<file path="config.mk">
export PLATFORM = sky130hd
export DESIGN_NAME = amm_ram
export DESIGN_NICKNAME = d
export VERILOG_FILES = /design/src/axis_to_motor_mixer_core_assert.svh /design/src/amm_ram.sv
export SDC_FILE = /design/constraint.sdc
export NUM_CORES = 1
export LEC_CHECK = 0
export ABC_CLOCK_PERIOD_IN_PS = 3000
export BUFFER_PORTS_ARGS = -buffer_cell sky130_fd_sc_hd__buf_2
export CAP_MARGIN = 20
export CORE_MARGIN = 8
export CORE_UTILIZATION = 50
export DETAILED_ROUTE_END_ITERATION = 16
export GPL_TIMING_DRIVEN = 0
export MAX_ROUTING_LAYER = met4
export PLACE_DENSITY = 0.66
export SLEW_MARGIN = 20
export SYNTH_ARGS = -nofsm -noshare
export SYNTH_HDL_FRONTEND = slang
export SYNTH_SLANG_ARGS = --single-unit
</file>
<file path="constraint.sdc">
create_clock -name clk -period 3 [get_ports clk]
set_clock_uncertainty 0.2 [all_clocks]
set_input_delay 0.6 -clock clk [delete_from_list [all_inputs] [get_ports clk]]
set_output_delay 0.6 -clock clk [all_outputs]
set_load 0.02 [all_outputs]
</file>
<file path="src/axis_to_motor_mixer_core_assert.svh">
// Assertion macros shared by the mixer modules.
`ifndef AXIS_TO_MOTOR_MIXER_CORE_ASSERT_SVH
`define AXIS_TO_MOTOR_MIXER_CORE_ASSERT_SVH

// Implication checked on every clock edge outside reset.
`define AMM_ASSERT_IMP(label, clk, rst_n, pre, post) \
	label: assert property (@(posedge clk) disable iff (!rst_n) (pre) |-> (post)) \
		else $error("assertion failed");

// Next-cycle implication checked outside reset.
`define AMM_ASSERT_NEXT(label, clk, rst_n, pre, post) \
	label: assert property (@(posedge clk) disable iff (!rst_n) (pre) |=> (post)) \
		else $error("assertion failed");

`endif

</file>
<file path="src/amm_ram.sv">
module amm_ram #(
	parameter int Width = 8,
	parameter int Depth = 32
) (
	input  logic                     clk,
	input  logic                     we,
	input  logic [$clog2(Depth)-1:0] waddr,
	input  logic [Width-1:0]         wdata,
	input  logic [$clog2(Depth)-1:0] raddr,
	output logic [Width-1:0]         rdata
);

	logic [Width-1:0] mem_q [Depth];

	always_ff @(posedge clk) begin
		if (we) begin
			mem_q[waddr] <= wdata;
		end
		rdata <= mem_q[raddr];
	end

endmodule

</file>
==> impl_metrics.py, run 1 <==
metrics = {
    "synth": {
        "post-synth-top-count-cell": "edfxtp_1",
        "ys_seq_elements": 264,
        "ys_top_cells_by_count": "edfxtp_1 (256), mux4_2 (80), nor2_1 (33)",
        "synth_edf_count": 256,
        "syn_avg_cell_area_um2": 24.1,
        "synth_cell_types": 15,
        "synth.largest_area_cell": "edfxtp_1",
        "synthArstFlopShare_pct": 0,
        "syn-instance-count": 417,
        "syn_area_mm2": 0.0101,
        "syn_nets": 437,
        "ys_warn_count": 0,
        "seq_area_frac_synth_pct": 78.1,
        "synthTopCellsByArea": "edfxtp_1 (76%), mux4_2 (18%), dfxtp_1 (1.6%)",
        "yosys.area.top_type_share_pct": 76.5,
        "synth-main-ff-cell": "edfxtp_1",
    },
    "routing": {
        "firstDrtPassIters": 5,
        "routed_via_density": 5.87,
        "vias": 4432,
        "drc": 0,
        "wl_per_cell_um": 26.3,
        "drt_iter0_drc": 489,
        "wirelength_um": 19800,
        "ant_nets": 0,
    },
    "place": {
        "portBuffers": 22,
        "place_area_mm2": 0.0105,
        "dp_hpwl_um": 12900,
        "place.gp.congestion": 0.782,
        "dp.cells": 709,
    },
    "die": {
        "row_count": 52,
        "die-area_mm2": 0.0249,
        "start_util_pct": 50.3,
        "core_mm2": 0.0200,
        "io_pins": 28,
        "die-height_um": 158,
        "die_w_um": 158,
    },
    "clock_network": {
        "clock_sinks": 264,
        "clk_path_buf_depth": 3,
        "postCtsHoldBufs": 0,
        "postCtsSetupBuffers": 0,
        "cts_made_buffers": 27,
        "cts_max_level": 1,
        "cts_tree": "built",
        "post_cts_resized": 0,
        "cts.clk_slew.worst_paths_ps": 60,
        "clk_latency_ps": 520,
        "cts_root_buf": "clkbuf_16",
    },
    "job": {
        "drv_cap": 0,
    },
    "global_routing": {
        "antenna_found_initial": 0,
        "grt_pass1_vias": 4507,
        "grt_usage_pct": 17.2,
        "grt_max_degree": 33,
        "grt_pass1_wl_um": 29700,
        "overflow": 0,
    },
    "timing": {
        "grt_setup_unrepaired": "false",
        "post-route-period-util_pct": 90.7,
        "hold_violations": 0,
        "fin_crit_ps": 2720,
        "report.final.slew_viol_count": 0,
        "final-setup-viol-count": 0,
        "whs_ps": 422,
        "max_slew_margin_pct": 35.4,
        "max_freq_ghz": 0.368,
        "max_slew.worst_pin.slew_ps": 968,
        "setup_tns_ps": 0,
    },
    "power_and_ir_drop": {
        "total_leakage_power_uw": 0.00353,
        "p_per_area_mw_per_mm2": 687,
        "p_sw_uw": 1560,
        "p_int_uw": 6260,
        "p_sw_share_pct": 20.0,
        "p_comb_share_pct": 5.1,
        "seqPwrFrac_pct": 52.6,
        "max-vdd-ir-drop_mv": 0.470,
        "p_clk_share_pct": 42.3,
    },
    "critical_path": {
        "worstPathArrival_ps": 2930,
        "timing.reg2reg.setup_slack_ps": 980,
        "required_ps": 3210,
        "start_kind": "input pin",
        "r2r-end": "rdata[0]",
        "crit_fanout": 10,
        "r2r_cells": 3,
        "rr_startpoint": "mem_q[30][0]",
        "cp-end-kind": "flip-flop",
        "path_class": "input pin to flip-flop",
    },
    "worst_hold_path": {
        "worstHoldPathCells": 1,
        "min_from": "wdata[3]",
        "hold_class": "input pin to flip-flop",
        "hold_end": "mem_q[21][3]",
    },
    "cells_and_area": {
        "diodes": 0,
        "nNetsFinal": 488,
        "area_delta_synth_final_pct": 13.2,
        "drive_gt1_share_pct": 32.4,
        "nFillCells": 1427,
        "post_layout_nonfiller_instances": 755,
        "final_util_pct": 57.0,
        "final_area_mm2": 0.0114,
    },
    "status": {
        "run_status": "finished clean",
    },
}
critical path, stage by stage:
cell and delay, ps:
clkbuf_1 430, buf_1 600, mux4_2 470, mux4_2 530, mux2_2 280
registers in the layout, summed over array words and instances, names as in the netlist:
name / count
rdata: 8
mem_q: 256
layer usage:
metal	part of all wire (%)	global-route usage (%)	up-vias
li1	-	-	1876
met1	44	24.8	2390
met2	48	25.7	137
met3	6.3	2.43	29
met4	1.8	4.35	0
met5	0	-	-
cell usage in the layout, fill, tap and decap left out:
master      count
buf_1           6
buf_2          23
buf_4           6
buf_6           1
bufinv_16       4
clkbuf_1       11
clkbuf_16      27
clkinv_1        5
clkinv_2        2
clkinv_4        1
clkinv_8        1
clkinvlp_4      1
dfxtp_1         8
edfxtp_1      256
mux2_2          8
mux4_2         80
nand2_1         1
nand3_1         2
nand3b_1        5
nor2_1         33
or3_1           1
or3b_2          3
power by group through the flow:
stage                     clock [uW]  combinational [uW]  sequential, uW
after global routing            3510                 429            4120
after floorplan                    0                 219            4210
after global placement             0                 398            4190
final                           3310                 401            4110
after detailed placement           0                 409            4190
after CTS                       3360                 409            4110
final cells by class:
cell class	instances	area, um2	area share, %
clock inverter	14	181	1.59
timing repair buffer	22	110	0.968
clock buffer	32	694	6.10
buffer	20	106	0.935
sequential	264	7850	69.0
multi-input combinational	133	2100	18.5
tap	270	338	2.97
worst max-delay path by stage:
stage              from  endpoint  slack, ps
2_1_floorplan  raddr[2]  rdata[0]        400
3_3_place_gp   raddr[2]  rdata[2]       -310
3_5_place_dp   raddr[2]  rdata[2]       -330
4_1_cts        raddr[2]  rdata[2]        210
5_1_grt        raddr[2]  rdata[2]        200
6_report       raddr[2]  rdata[2]        280
cell families after synthesis:
group	Yosys count	share of synthesized area [%]
DFF	264	78.1
muxes	88	18.8
and+or+nand+nor	45	2.07
buffers and inverters	20	1.06
metrics by stage:
step | total power, uW | setup slack [ps]
after floorplan | 4430 | 398
after global placement | 4590 | -307
after detailed placement | 4600 | -327
after CTS | 7890 | 211
after global routing | 8060 | 199
final | 7820 | 280
No activity file was read; power rests on OpenSTA's default activity.
==> run 2: changes to the inputs <==
--- a/config.mk
+++ b/config.mk
@@ -14,6 +14,7 @@
 export GPL_TIMING_DRIVEN = 0
 export MAX_ROUTING_LAYER = met4
 export PLACE_DENSITY = 0.66
+export RECOVER_POWER = 25
 export SLEW_MARGIN = 20
 export SYNTH_ARGS = -nofsm -noshare
 export SYNTH_HDL_FRONTEND = slang
==> run 2 against run 1 <==
Compared with the run above: worst setup slack hardly changed; first-iteration DRC count unchanged; highest routed layer unchanged; die area unchanged; clock power barely moved; global-route usage is the same; final cell count unchanged; count of clock-buffer cells in the layout unchanged; sequential share of layout area barely moved; largest power group unchanged; non-clock buffer count unchanged; register-to-register slack is essentially flat; sequential power about the same.
==> impl_metrics.py, run 2 (same netlist as run 1, synthesis figures left out) <==
metrics = {
    "status": {
        "run_status": "finished clean",
    },
    "cells_and_area": {
        "drive_gt1_share_pct": 31.3,
        "final_util_pct": 56.9,
        "largest_reg_flops": 256,
        "nNetsFinal": 488,
        "final_common_cell": "edfxtp_1",
        "post_layout_nonfiller_instances": 755,
        "diodes": 0,
        "mostFrequentLayoutCells": "edfxtp_1 (256), mux4_2 (80), nor2_1 (33)",
        "area_delta_synth_final_pct": 13.1,
        "reg.largest.list": "mem_q (256), rdata (8)",
        "top_register": "mem_q",
    },
    "timing": {
        "fin_crit_ps": 2720,
        "hold_violations": 0,
        "report.final.slew_viol_count": 0,
        "max_slew_margin_pct": 3.30,
        "post-route-period-util_pct": 90.7,
        "final-setup-viol-count": 0,
        "grt_setup_unrepaired": "false",
        "finalWorstSetupSlack_ps": 280,
        "whs_ps": 435,
        "max_freq_ghz": 0.368,
        "max_slew.worst_pin.slew_ps": 1450,
        "setup_tns_ps": 0,
    },
    "die": {
        "die_w_um": 158,
        "die-area_mm2": 0.0249,
        "row_count": 52,
        "core_mm2": 0.0200,
        "io_pins": 28,
        "start_util_pct": 50.3,
        "die-height_um": 158,
    },
    "clock_network": {
        "clk_latency_ps": 520,
        "clk_path_buf_depth": 3,
        "cts_made_buffers": 27,
        "cts_max_level": 1,
        "postCtsHoldBufs": 0,
        "post_cts_resized": 0,
        "cts_root_buf": "clkbuf_16",
        "clock_sinks": 264,
        "cts_tree": "built",
        "postCtsSetupBuffers": 0,
        "cts.clk_slew.worst_paths_ps": 60,
    },
    "global_routing": {
        "grt_pass1_vias": 4507,
        "grt_usage_pct": 17.2,
        "antenna_found_initial": 0,
        "overflow": 0,
        "grt_pass1_wl_um": 29700,
        "grt_max_degree": 33,
    },
    "critical_path": {
        "cp_common_cell": "mux4_2",
        "cp-end-kind": "flip-flop",
        "start_kind": "input pin",
        "path_cells": "clkbuf_1, buf_1, mux4_2, mux4_2, mux2_2",
        "path_class": "input pin to flip-flop",
        "required_ps": 3210,
        "crit_path_top_delay_cell": "buf_1",
        "crit_family": "multiplexers",
        "worstPathArrival_ps": 2930,
        "crit_fanout": 10,
        "slowest_delay_ps": 600,
        "path_buf_inv": 2,
    },
    "place": {
        "dp.cells": 709,
        "place_ws_ps": -327,
        "dp_hpwl_um": 12900,
        "place.gp.congestion": 0.782,
        "portBuffers": 22,
    },
    "routing": {
        "drt_iter0_drc": 489,
        "drc": 0,
        "firstDrtPassIters": 5,
        "wirelength_um": 19900,
        "routed_via_density": 5.87,
        "wl_per_cell_um": 26.3,
        "ant_nets": 0,
        "vias": 4435,
    },
    "job": {
        "drv_cap": 0,
    },
    "power_and_ir_drop": {
        "p_per_area_mw_per_mm2": 688,
        "total_leakage_power_uw": 0.00351,
        "max-vdd-ir-drop_mv": 0.449,
    },
    "worst_hold_path": {
        "hold_class": "input pin to flip-flop",
    },
}
-- run 2: cell count changes in the layout (fill, tap and decap cells not counted), sizes merged --
cell,before,now
buf,36,31
clkbuf,38,43
-- run 2: layout make-up --
| class | count | area [um2] |
|---|---|---|
| multi-input cells | 133 | 2100 |
| flip-flops and latches | 264 | 7850 |
| clock buffers | 32 | 694 |
| fillers | 1429 | 8600 |
| clock inverters | 14 | 181 |
| plain buffers | 20 | 106 |
| well taps | 270 | 338 |
| repair buffers | 22 | 104 |
-- run 2: where the power goes --
part | total (uW) | leakage (uW) | switching [uW] | internal, uW
logic | 400 | 0.000719 | 234 | 166
clock network | 3310 | 0.000422 | 1320 | 1990
registers | 4120 | 0.00237 | 12.1 | 4100
-- run 2: worst register-to-register path: stages (launching register included) --
cell	delay, ps
edfxtp_1	370
mux4_2	520
mux4_2	530
mux2_2	290
-- run 2: per-stage QoR --
step / instance area, um2 / total power [uW]
detailed placement: 10500 / 4600
finish: 11400 / 7820
floorplan: 10100 / 4430
global placement: 10500 / 4590
CTS: 11400 / 7890
global route: 11400 / 8060
-- run 2: metal layers --
metal / vias to the layer above / GRT usage [%] / part of all wire, %
li1: 1876 / - / -
met1: 2390 / 24.8 / 44
met2: 142 / 25.7 / 48
met3: 27 / 2.43 / 6.4
met4: 0 / 4.35 / 1.8
met5: - / - / 0
-- run 2: final timing paths --
check                from       end  slack, ps  depth (start not counted)
min reg2reg   mem_q[6][5]  rdata[5]        740                          3
min              raddr[3]  rdata[2]        430                          2
max reg2reg  mem_q[30][0]  rdata[0]        980                          3
max              raddr[2]  rdata[2]        280                          5
