[src/axis_to_motor_mixer_core_assert.svh]
// Assertion macros shared by the mixer modules.
`ifndef AXIS_TO_MOTOR_MIXER_CORE_ASSERT_SVH
`define AXIS_TO_MOTOR_MIXER_CORE_ASSERT_SVH

// Implication checked on every clock edge outside reset.
`define AMM_ASSERT_IMP(label, clk, rst_n, pre, post) \
	label: assert property (@(posedge clk) disable iff (!rst_n) (pre) |-> (post)) \
		else $error("assertion failed");

// Next-cycle implication checked outside reset.
`define AMM_ASSERT_NEXT(label, clk, rst_n, pre, post) \
	label: assert property (@(posedge clk) disable iff (!rst_n) (pre) |=> (post)) \
		else $error("assertion failed");

`endif

[src/amm_pkg.sv]
package amm_pkg;

	localparam int TableEntriesDef = 32;
	localparam int MotorCountDef   = 8;
	localparam int AxisCountDef    = 6;
	localparam int OneQ15          = 32768;

	typedef enum logic [1:0] {
		FUNC_MIX    = 2'd0,
		FUNC_ADD    = 2'd1,
		FUNC_REMOVE = 2'd2,
		FUNC_CLEAR  = 2'd3
	} func_t;

	localparam logic CFG_DEAD_BAND = 1'b0;
	localparam logic CFG_EXPO_MIX  = 1'b1;

	typedef struct packed {
		logic [1:0]         func;
		logic [31:0]        axes_01;
		logic [31:0]        axes_23;
		logic [31:0]        axes_45;
		logic [3:0]         map_motor;
		logic [1:0]         map_kind;
		logic [2:0]         map_axis;
		logic signed [15:0] map_scale;
		logic               map_inverted;
		logic               map_enabled;
		logic [4:0]         entry_index;
	} in_beat_t;

	typedef struct packed {
		logic [15:0] motor_out_0;
		logic [15:0] motor_out_1;
		logic [15:0] motor_out_2;
		logic [15:0] motor_out_3;
		logic [15:0] motor_out_4;
		logic [15:0] motor_out_5;
		logic [15:0] motor_out_6;
		logic [15:0] motor_out_7;
		logic        status;
		logic [5:0]  entries_in_use;
	} out_beat_t;

	// Stored table entry, 27 bits.
	typedef struct packed {
		logic [3:0]         motor;
		logic [1:0]         kind;
		logic [2:0]         axis;
		logic signed [15:0] scale;
		logic               inverted;
		logic               enabled;
	} entry_t;

	localparam int EntryW = $bits(entry_t);

	// Controller to datapath commands.
	typedef struct packed {
		logic clear_sums;
		logic shape_start;
		logic accumulate;
		logic finish_mix;
	} dp_cmd_t;

	// Datapath to controller status.
	typedef struct packed {
		logic shape_done;
	} dp_sts_t;

endpackage

[src/amm_datapath.sv]
module amm_datapath import amm_pkg::*; #(
	parameter int MotorCount = MotorCountDef,
	parameter int AxisCount  = AxisCountDef
) (
	input  logic        clk,
	input  logic        arst_n,
	input  dp_cmd_t     cmd,
	output dp_sts_t     sts,
	input  entry_t      entry,
	input  logic [95:0] axes,
	input  logic [14:0] dead_band,
	input  logic [15:0] expo_mix,
	output logic [15:0] motor_out [8]
);

	// Phases of the shaping of one entry.
	typedef enum logic [5:0] {
		SH_IDLE = 6'b000001,
		SH_DIV  = 6'b000010,
		SH_SQ   = 6'b000100,
		SH_F    = 6'b001000,
		SH_Y    = 6'b010000,
		SH_TERM = 6'b100000
	} sh_state_t;

	sh_state_t           sh_q;
	logic [4:0]          div_cnt_q;
	logic [32:0]         rem_q;
	logic [16:0]         quo_q;
	logic [31:0]         num_q;
	logic                neg_q;
	logic signed [17:0]  x_q;
	logic [31:0]         sq_q;
	logic signed [18:0]  f_q;
	logic signed [18:0]  y_q;
	logic signed [47:0]  term_q;
	logic signed [47:0]  sum_q [8];
	logic                inv_q;
	logic signed [15:0]  scale_q;
	logic [3:0]          motor_q;

	logic signed [15:0] ax_val;
	logic signed [17:0] dz_mag;
	logic               dz_zero;
	logic [15:0]        span;
	logic [32:0]        rem_sh;
	logic [33:0]        qq;
	logic signed [48:0] ef;
	logic signed [36:0] xf;
	logic signed [18:0] yy;
	logic signed [35:0] ys;
	logic signed [35:0] yq;

	always_comb begin
		ax_val = '0;
		if ((entry.kind == 2'd0 || entry.kind == 2'd1) && (32'(entry.axis) < AxisCount)) begin
			ax_val = axes[16*entry.axis +: 16];
		end
		dz_zero = (($signed(18'(ax_val)) > -$signed({3'b0, dead_band}))
			&& ($signed(18'(ax_val)) < $signed({3'b0, dead_band})))
			|| ($signed(18'(ax_val)) == $signed({3'b0, dead_band}));
		if (ax_val > $signed({1'b0, dead_band})) begin
			dz_mag = 18'(ax_val) - $signed({3'b0, dead_band});
		end else begin
			dz_mag = -(18'(ax_val) + $signed({3'b0, dead_band}));
		end
		span   = 16'(OneQ15) - {1'b0, dead_band};
		rem_sh = {rem_q[31:0], num_q[31]};
		qq     = quo_q * quo_q;
		ef     = $signed({1'b0, expo_mix}) * $signed({1'b0, sq_q});
		xf     = x_q * f_q;
		yy     = inv_q ? -y_q : y_q;
		ys     = 36'(yy) * scale_q;
		yq     = ys / 36'sd4096;
	end

	assign sts.shape_done = (sh_q == SH_TERM);

	always_ff @(posedge clk or negedge arst_n) begin
		if (!arst_n) begin
			sh_q <= SH_IDLE;
		end else begin
			unique case (sh_q)
				SH_IDLE: if (cmd.shape_start) sh_q <= SH_DIV;
				SH_DIV:  if (div_cnt_q == 5'd0) sh_q <= SH_SQ;
				SH_SQ:   sh_q <= SH_F;
				SH_F:    sh_q <= SH_Y;
				SH_Y:    sh_q <= SH_TERM;
				SH_TERM: sh_q <= SH_IDLE;
				default: sh_q <= SH_IDLE;
			endcase
		end
	end

	always_ff @(posedge clk) begin
		if (cmd.shape_start) begin
			num_q     <= dz_zero ? '0 : {dz_mag[16:0], 15'd0};
			neg_q     <= !dz_zero && !(ax_val > $signed({1'b0, dead_band}));
			rem_q     <= '0;
			quo_q     <= '0;
			div_cnt_q <= 5'd31;
			inv_q     <= entry.inverted;
			scale_q   <= entry.scale;
			motor_q   <= entry.motor;
		end else if (sh_q == SH_DIV) begin
			// Restoring divide, one quotient bit per cycle.
			num_q <= {num_q[30:0], 1'b0};
			if (rem_sh >= {17'd0, span}) begin
				rem_q <= rem_sh - {17'd0, span};
				quo_q <= {quo_q[15:0], 1'b1};
			end else begin
				rem_q <= rem_sh;
				quo_q <= {quo_q[15:0], 1'b0};
			end
			div_cnt_q <= div_cnt_q - 5'd1;
		end
		// The square only needs the magnitude, so it starts from the quotient.
		if (sh_q == SH_SQ) begin
			x_q  <= neg_q ? -$signed({1'b0, quo_q}) : $signed({1'b0, quo_q});
			sq_q <= 32'(qq >> 15);
		end
		if (sh_q == SH_F) begin
			if (expo_mix == '0) begin
				f_q <= '0;
			end else begin
				f_q <= 19'(ef >>> 15) + 19'($signed({3'b0, 16'(OneQ15) - expo_mix}));
			end
		end
		if (sh_q == SH_Y) begin
			if (expo_mix == '0) begin
				y_q <= 19'(x_q);
			end else begin
				y_q <= 19'(xf / 37'sd32768);
			end
		end
		if (cmd.accumulate) begin
			term_q <= 48'(yq);
		end
	end

	// The term is registered in SH_TERM and added on the finish pulse.
	always_ff @(posedge clk) begin
		if (cmd.clear_sums) begin
			for (int m = 0; m < 8; m++) sum_q[m] <= '0;
		end else if (cmd.finish_mix && (32'(motor_q) < MotorCount)) begin
			sum_q[motor_q[2:0]] <= sum_q[motor_q[2:0]] + term_q;
		end
	end

	always_comb begin
		logic signed [48:0] o;
		for (int m = 0; m < 8; m++) begin
			o = 49'sd16384 + 49'(sum_q[m] / 48'sd2);
			if (o < 0) motor_out[m] = '0;
			else if (o > 49'sd32768) motor_out[m] = 16'd32768;
			else motor_out[m] = o[15:0];
		end
	end

endmodule

[config.mk]
export PLATFORM = sky130hd
export DESIGN_NAME = amm_datapath
export DESIGN_NICKNAME = d
export VERILOG_FILES = /design/src/axis_to_motor_mixer_core_assert.svh /design/src/amm_pkg.sv /design/src/amm_datapath.sv
export SDC_FILE = /design/constraint.sdc
export NUM_CORES = 2
export LEC_CHECK = 0
export CORE_MARGIN = 2
export CORE_UTILIZATION = 29
export DETAILED_ROUTE_END_ITERATION = 6
export DONT_BUFFER_PORTS = 1
export GPL_TIMING_DRIVEN = 0
export SYNTH_ARGS = -nofsm -noshare
export SYNTH_HDL_FRONTEND = slang
export SYNTH_SLANG_ARGS = --single-unit
[constraint.sdc]
create_clock -name clk -period 10.59 [get_ports clk]
set_clock_uncertainty 0.05 [all_clocks]
set_input_delay 2.118 -clock clk [delete_from_list [all_inputs] [get_ports clk]]
set_output_delay 2.118 -clock clk [all_outputs]
set_load 0.005 [all_outputs]
==> summary.txt <==
Status: finished, violations left
Failing checks: DRC, capacitance limit
Tot Pwr: 29.6 mW
RD Place Congestion: 0.970
Routed Antenna Nets: 0
Most frequent cells after synthesis: inv_1, fa_1, nand2_1
1st-iter DRT viols: 6022
Die area: 287000 um2
Area growth, synth to finish: 10.0%
Area contributors post-synth: fa_1, edfxtp_1, ha_1, inv_1, nand2_1
Worst Hold End: div_cnt_q[4]$_SDFFE_PP1P_
Area share of the largest cell type after synthesis: 26.3%
Vias in the first global route: 64.5k
Count leader, synth: inv_1
Nets: 10.8k
Synth Instances: 8925
Relative slew slack: 0.212%
Crit path DAT: 10.61 ns
Worst hold slack: 0.442 ns
Crit path max-delay cell type: fa_1
Slowest stage delay, CP: 0.60 ns
Final WS setup: 0.328 ns
Worst Hold Class: register to register
RSZ-0062 raised after global routing: yes
CTS tree: built
Hold Vio Cnt, Final: 0
Via count: 64.3k
Placed cell count: 12.7k
Clock Root Buffer: clkbuf_16
Ports: 289
F_max: 0.0975 GHz
Kind of critical path: register to register
Pre-CTS setup slack: -2.30 ns
Finished Layout Cells: 12.8k
Synth area leader: fa_1
Worst-Skew Late Latency: 0.72 ns
Maximum vdd ir drop: 0.976 mV
DR vias/cell: 5.01
P_leak: 39.2 nW
Ys Warns: 0
# rows: 195
Finish-stage setup viols: 0
Core footprint: 282000 um2
PwrDens: 328 nW/um2
Layout cells sized above 1: 5.94%
Tmin final: 10.26 ns
DR DRC count: 1
Reg2Reg Setup Slack: 0.33 ns
H-tree levels: 3
Gr ovfl total: 0
Ys flop type: edfxtp_1
Die Width: 536 um
Worst-path clk slew: 0.06 ns
Syn_nets: 10.7k
Cts hold-fix bufs: 0
Clk sinks: 597
First-pass GRT wire length: 395000 um
Hold path start: div_cnt_q[4]$_SDFFE_PP1P_
Mapped cell area: 82100 um2
Fin area: 90400 um2
Final HPWL DP: 210000 um
Slew @ Worst Pin: 1.49 ns
Critical Path Source Type: register
Worst-path maximum fanout: 10
CTS Buf Count: 74
Die height: 536 um
Bufs on Longest Clock Path: 3
Yosys reg bits: 597
Average cell area after synthesis: 9.20 um2
Cell mode on critical path: fa_1
Async SR Flop Fraction: 1.01%
Port bufs: 0
Largest net degree at the start of global routing: 49
Reg2reg path depth: 40
Type of element capturing the critical path: register
Placed cell area: 87100 um2
Sequential area share after synthesis: 21.1%
Reg2reg start: y_q[5]$_DFFE_PP_
WL per Instance: 20.2 um
Worst Path Required: 10.94 ns
Worst R2R End: term_q[35]$_DFFE_PP_
WHS Path Cells: 2
EDFF count, synth: 534
Initial antenna violation count: 15
Tcrit/Tclk final: 96.9%
Post-synthesis cell type count: 97
Detailed-route wire length: 259000 um
DRT Pass-1 Iters: 7
Max-slew violations: 0
Total Routing Usage GR: 17.9%
Max_cap viols: 1
Initial core utilization: 29.1%
[worst max-delay path, delay by kind of cell (launching register included)]
family	cells	cell delay (ns)
fa+ha+maj	8	3.62
simple gates	11	2.58
compound gates	11	2.22
buf+inv	8	0.85
flops	1	0.40
xor+xnor	2	0.27
[per-stage QoR]
| step | TNS, ns | util (%) |
|---|---|---|
| after floorplan | 0 | - |
| after global placement | -70.92 | 30.8 |
| after detailed placement | -70.69 | 30.9 |
| after CTS | 0 | 31.9 |
| after global routing | -0.344 | 32.0 |
| final | 0 | 32.0 |
[cell type report]
| cell class | instances | area (um2) |
|---|---|---|
| antenna | 10 | 25.0 |
| buffer | 377 | 1580 |
| clock buffer | 91 | 1980 |
| clock inverter | 39 | 538 |
| fill | 29575 | 192000 |
| inverter | 1349 | 5070 |
| multi-input combinational | 6596 | 58800 |
| sequential | 597 | 17300 |
| tap | 3743 | 4680 |
| timing repair buffer | 39 | 394 |
[kinds of logic after synthesis]
family,Yosys count,share of synthesized area [%]
AND/OR/NAND/NOR,3210,18.5
buffers and inverters,1732,7.96
adder cells (fa/ha/maj),1632,34.7
AO/OA/AOI/OAI,1069,8.22
flip-flops,597,21.1
XOR/XNOR,466,4.97
multiplexers,219,4.51
[routing by layer]
layer	part of all wire [%]	global-route usage [%]	up-vias
met5	0.018	0	-
met4	4.1	6.46	6
met3	9.2	3.77	443
met2	45	28.9	2489
met1	41	23.6	31876
li1	-	-	29501
[placed cells by master (no fill, tap or decap), types with 36 or more instances in the layout]
master     count
a21oi_1      316
nand3_1      202
xnor2_1      288
o21a_1        53
nor3_1       105
edfxtp_1     534
o22ai_1       47
inv_1       1343
and2_1       447
ha_1         548
nor4_1        53
clkbuf_1     303
and3_1        78
nand4_1       98
a31oi_1       65
mux4_2       111
dfxtp_1       57
mux2_2        85
nor2_1       904
xor2_1       160
o21ai_0      208
nand2_1     1006
fa_1        1076
a21o_1        92
nand2b_1      55
nor2b_1       50
clkbuf_16     75
o21bai_1      36
[registers in the layout, summed over array words and instances, names as in the netlist, 17 cells and up, named ones only]
| register | cells |
|---|---|
| y_q | 19 |
| f_q | 19 |
| rem_q | 32 |
| quo_q | 17 |
| sq_q | 19 |
| term_q | 36 |
| num_q | 17 |
| x_q | 18 |
| sum_q | 384 |
[power breakdown]
group	internal, mW	total [mW]	leakage (nW)	switching (mW)
logic	9.14	22.8	32.1	13.7
clock network	1.52	2.68	1.20	1.16
registers	3.89	4.13	5.97	0.248
[worst max path at each step]
stage                                 endpoint             start  cells past startpoint
after global placement    term_q[35]$_DFFE_PP_  y_q[0]$_DFFE_PP_                     40
after CTS                 term_q[35]$_DFFE_PP_   inv_q$_DFFE_PP_                     37
after detailed placement  term_q[35]$_DFFE_PP_  y_q[0]$_DFFE_PP_                     40
after floorplan           term_q[20]$_DFFE_PP_  y_q[5]$_DFFE_PP_                     41
final                     term_q[35]$_DFFE_PP_  y_q[5]$_DFFE_PP_                     40
after global routing      term_q[23]$_DFFE_PP_  y_q[5]$_DFFE_PP_                     39
[repair_timing]
| item | in CTS | in global routing |
|---|---|---|
| pin swaps | 6 | 16 |
| setup buffers | 8 | 17 |
| cloned | 0 | 0 |
| gates resized for setup | 73 | 111 |
| setup endpoints to repair | 41 | 41 |
Power figures use the tool's default switching activity.
