<file path="config.mk">
export PLATFORM = sky130hd
export DESIGN_NAME = amm_ctrl
export DESIGN_NICKNAME = d
export VERILOG_FILES = /design/src/amm_pkg.sv /design/src/amm_ctrl.sv
export VERILOG_INCLUDE_DIRS = /design/src /design/src/src
export SDC_FILE = /design/constraint.sdc
export NUM_CORES = 1
export LEC_CHECK = 0
export ABC_CLOCK_PERIOD_IN_PS = 4100
export BUFFER_PORTS_ARGS = -buffer_cell sky130_fd_sc_hd__buf_4
export CORE_ASPECT_RATIO = 0.5
export CORE_MARGIN = 1
export CORE_UTILIZATION = 49
export CTS_CLUSTER_SIZE = 25
export DETAILED_ROUTE_END_ITERATION = 10
export GPL_ROUTABILITY_DRIVEN = 0
export PLACE_DENSITY_LB_ADDON = 0.3
export SLEW_MARGIN = 5
export SYNTH_ARGS = -nofsm -noshare
export SYNTH_HDL_FRONTEND = slang
export SYNTH_SLANG_ARGS = --single-unit
</file>
<file path="constraint.sdc">
create_clock -name clk -period 4.1 [get_ports clk]
set_input_delay 0.41 -clock clk [delete_from_list [all_inputs] [get_ports clk]]
set_output_delay 0.41 -clock clk [all_outputs]
set_load 0.02 [all_outputs]
</file>
<file path="src/axis_to_motor_mixer_core_assert.svh">
// Assertion macros shared by the mixer modules.
`ifndef AXIS_TO_MOTOR_MIXER_CORE_ASSERT_SVH
`define AXIS_TO_MOTOR_MIXER_CORE_ASSERT_SVH

// Implication checked on every clock edge outside reset.
`define AMM_ASSERT_IMP(label, clk, rst_n, pre, post) \
	label: assert property (@(posedge clk) disable iff (!rst_n) (pre) |-> (post)) \
		else $error("assertion failed");

// Next-cycle implication checked outside reset.
`define AMM_ASSERT_NEXT(label, clk, rst_n, pre, post) \
	label: assert property (@(posedge clk) disable iff (!rst_n) (pre) |=> (post)) \
		else $error("assertion failed");

`endif

</file>
<file path="src/amm_pkg.sv">
package amm_pkg;

	localparam int TableEntriesDef = 32;
	localparam int MotorCountDef   = 8;
	localparam int AxisCountDef    = 6;
	localparam int OneQ15          = 32768;

	typedef enum logic [1:0] {
		FUNC_MIX    = 2'd0,
		FUNC_ADD    = 2'd1,
		FUNC_REMOVE = 2'd2,
		FUNC_CLEAR  = 2'd3
	} func_t;

	localparam logic CFG_DEAD_BAND = 1'b0;
	localparam logic CFG_EXPO_MIX  = 1'b1;

	typedef struct packed {
		logic [1:0]         func;
		logic [31:0]        axes_01;
		logic [31:0]        axes_23;
		logic [31:0]        axes_45;
		logic [3:0]         map_motor;
		logic [1:0]         map_kind;
		logic [2:0]         map_axis;
		logic signed [15:0] map_scale;
		logic               map_inverted;
		logic               map_enabled;
		logic [4:0]         entry_index;
	} in_beat_t;

	typedef struct packed {
		logic [15:0] motor_out_0;
		logic [15:0] motor_out_1;
		logic [15:0] motor_out_2;
		logic [15:0] motor_out_3;
		logic [15:0] motor_out_4;
		logic [15:0] motor_out_5;
		logic [15:0] motor_out_6;
		logic [15:0] motor_out_7;
		logic        status;
		logic [5:0]  entries_in_use;
	} out_beat_t;

	// Stored table entry, 27 bits.
	typedef struct packed {
		logic [3:0]         motor;
		logic [1:0]         kind;
		logic [2:0]         axis;
		logic signed [15:0] scale;
		logic               inverted;
		logic               enabled;
	} entry_t;

	localparam int EntryW = $bits(entry_t);

	// Controller to datapath commands.
	typedef struct packed {
		logic clear_sums;
		logic shape_start;
		logic accumulate;
		logic finish_mix;
	} dp_cmd_t;

	// Datapath to controller status.
	typedef struct packed {
		logic shape_done;
	} dp_sts_t;

endpackage

</file>
<file path="src/amm_ctrl.sv">
module amm_ctrl import amm_pkg::*; #(
	parameter int TableEntries = TableEntriesDef
) (
	input  logic                           clk,
	input  logic                           arst_n,
	input  logic                           in_valid,
	output logic                           in_stall,
	input  in_beat_t                       in_beat,
	output logic                           out_valid,
	input  logic                           out_stall,
	output logic                           out_status,
	output logic                           out_is_mix,
	output logic [5:0]                     count_out,
	output dp_cmd_t                        cmd,
	input  dp_sts_t                        sts,
	output logic                           ram_we,
	output logic [$clog2(TableEntries)-1:0] ram_waddr,
	output entry_t                         ram_wdata,
	output logic [$clog2(TableEntries)-1:0] ram_raddr,
	input  entry_t                         ram_rdata,
	output logic [95:0]                    axes_q
);

	localparam int IdxW = $clog2(TableEntries);

	typedef enum logic [7:0] {
		ST_IDLE  = 8'b00000001,
		ST_READ  = 8'b00000010,
		ST_SHAPE = 8'b00000100,
		ST_ACC   = 8'b00001000,
		ST_ADD   = 8'b00010000,
		ST_MOVE  = 8'b00100000,
		ST_WRITE = 8'b01000000,
		ST_OUT   = 8'b10000000
	} st_t;

	st_t         st_q;
	logic [5:0]  cnt_q;
	logic [5:0]  rd_q;
	logic [5:0]  wr_q;
	logic [1:0]  func_q;
	logic [3:0]  motor_q;
	logic        status_q;
	logic        wait_q;
	entry_t      add_q;

	assign in_stall   = (st_q != ST_IDLE);
	assign out_valid  = (st_q == ST_OUT);
	assign out_status = status_q;
	assign out_is_mix = (func_q == FUNC_MIX);
	assign count_out  = cnt_q;
	assign ram_raddr  = rd_q[IdxW-1:0];
	assign ram_waddr  = wr_q[IdxW-1:0];

	always_comb begin
		cmd = '0;
		cmd.clear_sums  = (st_q == ST_IDLE) && in_valid;
		cmd.shape_start = (st_q == ST_SHAPE) && !wait_q && ram_rdata.enabled;
		cmd.accumulate  = sts.shape_done;
		cmd.finish_mix  = (st_q == ST_ACC);
		ram_we    = 1'b0;
		ram_wdata = ram_rdata;
		if (st_q == ST_ADD) begin
			ram_we    = 1'b1;
			ram_wdata = add_q;
		end else if (st_q == ST_WRITE) begin
			ram_we = (func_q == FUNC_REMOVE) || (ram_rdata.motor != motor_q);
		end
	end

	always_ff @(posedge clk or negedge arst_n) begin
		if (!arst_n) begin
			st_q     <= ST_IDLE;
			cnt_q    <= '0;
			rd_q     <= '0;
			wr_q     <= '0;
			func_q   <= FUNC_MIX;
			motor_q  <= '0;
			status_q <= 1'b0;
			wait_q   <= 1'b0;
			axes_q   <= '0;
			add_q    <= '0;
		end else begin
			unique case (st_q)
				ST_IDLE: if (in_valid) begin
					func_q   <= in_beat.func;
					motor_q  <= in_beat.map_motor;
					status_q <= 1'b0;
					axes_q   <= {in_beat.axes_45, in_beat.axes_23, in_beat.axes_01};
					add_q    <= {in_beat.map_motor, in_beat.map_kind, in_beat.map_axis,
						in_beat.map_scale, in_beat.map_inverted, in_beat.map_enabled};
					rd_q     <= '0;
					wr_q     <= '0;
					unique case (func_t'(in_beat.func))
						FUNC_MIX:    st_q <= (cnt_q == '0) ? ST_OUT : ST_READ;
						FUNC_ADD: begin
							if (32'(cnt_q) < TableEntries) begin
								wr_q <= cnt_q;
								st_q <= ST_ADD;
							end else begin
								status_q <= 1'b1;
								st_q     <= ST_OUT;
							end
						end
						FUNC_REMOVE: begin
							if ({1'b0, in_beat.entry_index} < cnt_q) begin
								rd_q <= {1'b0, in_beat.entry_index} + 6'd1;
								wr_q <= {1'b0, in_beat.entry_index};
								st_q <= ({1'b0, in_beat.entry_index} + 6'd1 < cnt_q)
									? ST_MOVE : ST_OUT;
								cnt_q <= cnt_q - 6'd1;
							end else begin
								status_q <= 1'b1;
								st_q     <= ST_OUT;
							end
						end
						FUNC_CLEAR: st_q <= (cnt_q == '0) ? ST_OUT : ST_MOVE;
						default:    st_q <= ST_OUT;
					endcase
				end
				ST_READ: begin
					st_q   <= ST_SHAPE;
					wait_q <= 1'b0;
				end
				ST_SHAPE: begin
					if (!wait_q) begin
						if (ram_rdata.enabled) wait_q <= 1'b1;
						else begin
							rd_q <= rd_q + 6'd1;
							st_q <= (rd_q + 6'd1 < cnt_q) ? ST_READ : ST_OUT;
						end
					end else if (sts.shape_done) begin
						st_q <= ST_ACC;
					end
				end
				ST_ACC: begin
					rd_q <= rd_q + 6'd1;
					st_q <= (rd_q + 6'd1 < cnt_q) ? ST_READ : ST_OUT;
				end
				ST_ADD: begin
					cnt_q <= cnt_q + 6'd1;
					st_q  <= ST_OUT;
				end
				ST_MOVE: st_q <= ST_WRITE;
				ST_WRITE: begin
					if (ram_we) wr_q <= wr_q + 6'd1;
					rd_q <= rd_q + 6'd1;
					if (func_q == FUNC_REMOVE) begin
						st_q <= (rd_q + 6'd1 <= cnt_q) ? ST_MOVE : ST_OUT;
					end else if (rd_q + 6'd1 < cnt_q) begin
						st_q <= ST_MOVE;
					end else begin
						cnt_q <= wr_q + (ram_we ? 6'd1 : 6'd0);
						st_q  <= ST_OUT;
					end
				end
				ST_OUT: if (!out_stall) st_q <= ST_IDLE;
				default: st_q <= ST_IDLE;
			endcase
		end
	end

`include "axis_to_motor_mixer_core_assert.svh"

	`AMM_ASSERT_IMP(a_count_max, clk, arst_n, 1'b1, 32'(cnt_q) <= TableEntries)
	`AMM_ASSERT_IMP(a_busy_stall, clk, arst_n, st_q != ST_IDLE, in_stall)
	`AMM_ASSERT_NEXT(a_out_hold, clk, arst_n, out_valid && out_stall, out_valid)

endmodule

</file>
==> metrics.md <==
| Metric | Value |
|---|---|
| Status | `finished, final reports clean` |
| Synth top area share | `0.498` |
| Count leader, synth | `nand2_1` |
| Clock Latency Late Sink | `roughly 0.42 ns` |
| CTS resizes | `0` |
| Number of synthesized register bits | `about 150` |
| Mean Syn Cell Area | `just under 9 um2` |
| Ys flop type | `dfrtp_1` |
| Area grow syn2layout | `39.1%` |
| Die width | `approximately 180 um` |
| Drt drc | `0` |
| Net count after synthesis | `approximately 1100` |
| Clock Skew | `roughly 0.013 ns` |
| Ranking of synthesized cells by area | `dfrtp_1 50%, nand2_1 20%, ha_1 4.6%` |
| Routed wire per std cell | `roughly 16 um` |
| GRT overflow | `0` |
| Max cap viols | `0` |
| Vias per cell | `just over 5` |
| Peak VDD IR | `between 0.4 and 0.5 mV` |
| Core area | `about 15000 um2` |
| DIE AREA | `16100 um2` |
| RSZ-0062 raised after global routing | `false` |
| Slew of the pin with the lowest slew margin | `between 0.7 and 0.8 ns` |
| Cts bufs inserted | `17` |
| Hold slack | `roughly 0.038 ns` |
| Fin crit share | `0.744` |
| Area of the multi-input gates | `approximately 3500 um2` |
| Clock Pin Slew Worst Setup and Hold Paths | `approximately 0.06 ns` |
| Largest net degree at the start of global routing | `approximately 110` |
| Dpl hpwl | `around 16000 um` |
| Filler cells | `roughly 1200` |
| Cell type with the highest aggregate area in the netlist | `dfrtp_1` |
| Synth cell count leaders | `399 x nand2_1, 152 x dfrtp_1, 29 x mux2_2, 28 x ha_1, 27 x nor2_1` |
| Post-CTS Hold Buffers | `0` |
| Sequential-to-total area share from yosys stat | `0.502` |
| Leak | `5.73 nW` |
| Die height | `between 90 and 100 um` |
| Clk sinks | `about 150` |
| Initial Util | `0.515` |
| First-pass DRT Iterations | `5` |
| Initial antenna violation count | `0` |
| Number of global-route vias before repair | `7195` |
| Reg area | `roughly 3800 um2` |
| Drt total wl | `between 20000 and 25000 um` |
| Post-CTS setup buffers | `0` |
| Data arrival time of the worst path | `around 2.6 ns` |
| Final net count | `1350` |
| Post-route ant nets | `0` |
| Via count | `7120` |
| Distinct cells, synth | `63` |
| Root buf cell | `clkbuf_16` |
| Syn. warnings | `0` |
| Mapped Area | `7630 um2` |
| Final Hold Viols | `0` |
| Critical path endpoint category | `output pin` |
| Post-synth EDFFs | `0` |
| WP data required | `between 3 and 4 ns` |
| Slew Limit Fails | `0` |
| IO Pins | `310` |
| Total Negative Setup Slacks | `0 ns` |
| Share of layout cells above drive strength 1 | `0.334` |
| Critical Setup Path Class | `reg -> out` |
| R2R setup slack | `between 1 and 1.5 ns` |
| H-tree level count | `4` |
| First-pass GRT wire length | `between 30000 and 40000 um` |
| Synth async-reset ratio | `1.00` |
| FMAX | `between 300 and 400 MHz` |
| Rows | `31` |
| Worst-case clock buffer depth | `2` |
| CTS tree | `built` |
| Hold Crit Class | `in -> async` |
| Min Tclk post-route | `a little over 3 ns` |
| PortBufs | `~300` |
| Setup violators final | `0` |
| Drt initial violations | `about 550` |
| Crit start category | `register` |
| Mapped Cells | `about 870` |
| Rel. slew slack | `0.470` |
| Power per cell area | `a little over 800 nW/um2` |
| Diodes inserted | `0` |
| GRT Overall Usage | `0.286` |
| Worst Path Max Fanout | `26` |
## flip-flops by register name (all words and copies together) (netlist names)
name,cells
axes_q,96
add_q,27
st_q,8
count_out,6
rd_q,6
wr_q,6
func_q,2
out_status,1
wait_q,1
## layout make-up
type	instances	share of cell area
Timing Repair Buffer	316	0.225
Inverter	15	0.00554
Clock buffer	18	0.0404
Tap cell	198	0.0233
Multi-Input combinational cell	656	0.331
Clock inverter	14	0.0141
Sequential cell	153	0.361
## per-layer routing
layer | GRT usage | vias up | wire, um | share of wire
li1 | - | 3420 | - | -
met1 | 0.354 | 3382 | 8910 | 0.40
met2 | 0.490 | 271 | 11200 | 0.51
met3 | 0.0678 | 47 | 1510 | 0.068
met4 | 0.0925 | 0 | 536 | 0.024
met5 | 0 | - | 0 | 0
## stage by stage
step                utilization  instances  worst slack (ns)  instance area, um2  power, mW
CTS                       0.717       1370              1.06               10600       8.67
global placement          0.678       1338              1.29               10000       6.93
floorplan                     -        873              1.16                7630       5.42
finish                    0.717       1370              1.05               10600       8.62
detailed placement        0.678       1338              1.24               10000       7.09
global route              0.717       1370             0.925               10600       9.26
## power breakdown
| group | internal, mW | total [mW] | switching (mW) |
|---|---|---|---|
| clock network | 0.860 | 1.55 | 0.689 |
| logic | 1.69 | 4.32 | 2.63 |
| registers | 2.22 | 2.75 | 0.531 |
| total | 4.77 | 8.62 | 3.85 |
## worst max-delay path: stages (launching register included)
cell and delay (ns):
dfrtp_1 0.46, nor4_2 0.49, nand3_2 0.40, buf_4 0.38, mux2_2 0.32, buf_4 0.16
## layout by cell type, fill, tap and decap left out, types with 3 or more instances in the layout
master,instances
nand2b_1,3
ha_1,28
nand3_1,20
and3_1,8
xnor2_1,10
nor2b_1,4
nor2_1,27
dfrtp_1,152
and4_1,3
clkinvlp_4,3
o32ai_1,3
buf_4,314
inv_1,14
a211oi_1,4
o22ai_1,5
mux2_2,29
nor3_1,5
xor2_1,11
a21oi_1,15
o21a_1,4
inv_6,7
a21o_1,6
o21ai_0,14
nand2_1,399
a21boi_0,4
a31oi_1,5
clkbuf_16,17
## logic make-up after synthesis
| kind of cell | after synthesis | synth area share |
|---|---|---|
| flip-flops | 153 | 0.502 |
| AND/OR/NAND/NOR | 492 | 0.265 |
| XOR/XNOR | 21 | 0.0241 |
| adder cells (fa/ha/maj) | 29 | 0.0485 |
| multiplexers | 31 | 0.0454 |
| AO/OA/AOI/OAI | 83 | 0.0751 |
| buffers and inverters | 64 | 0.0398 |
## worst paths after layout
| kind | startpoint | to | depth (start not counted) |
|---|---|---|---|
| setup / recovery | st_q[3]$_DFFE_PN0P_ | ram_wdata[1] | 5 |
| hold / removal | arst_n | add_q[17]$_DFFE_PN0P_ | 1 |
| setup reg to reg | st_q[3]$_DFFE_PN0P_ | count_out[5]$_DFFE_PN0P_ | 9 |
| hold reg to reg | add_q[1]$_DFFE_PN0P_ | add_q[1]$_DFFE_PN0P_ | 2 |
| max in group asynchronous | arst_n | add_q[9]$_DFFE_PN0P_ | 2 |
| min in group clk | in_beat[42] | axes_q[74]$_DFFE_PN0P_ | 3 |
Power figures use the tool's default switching activity.
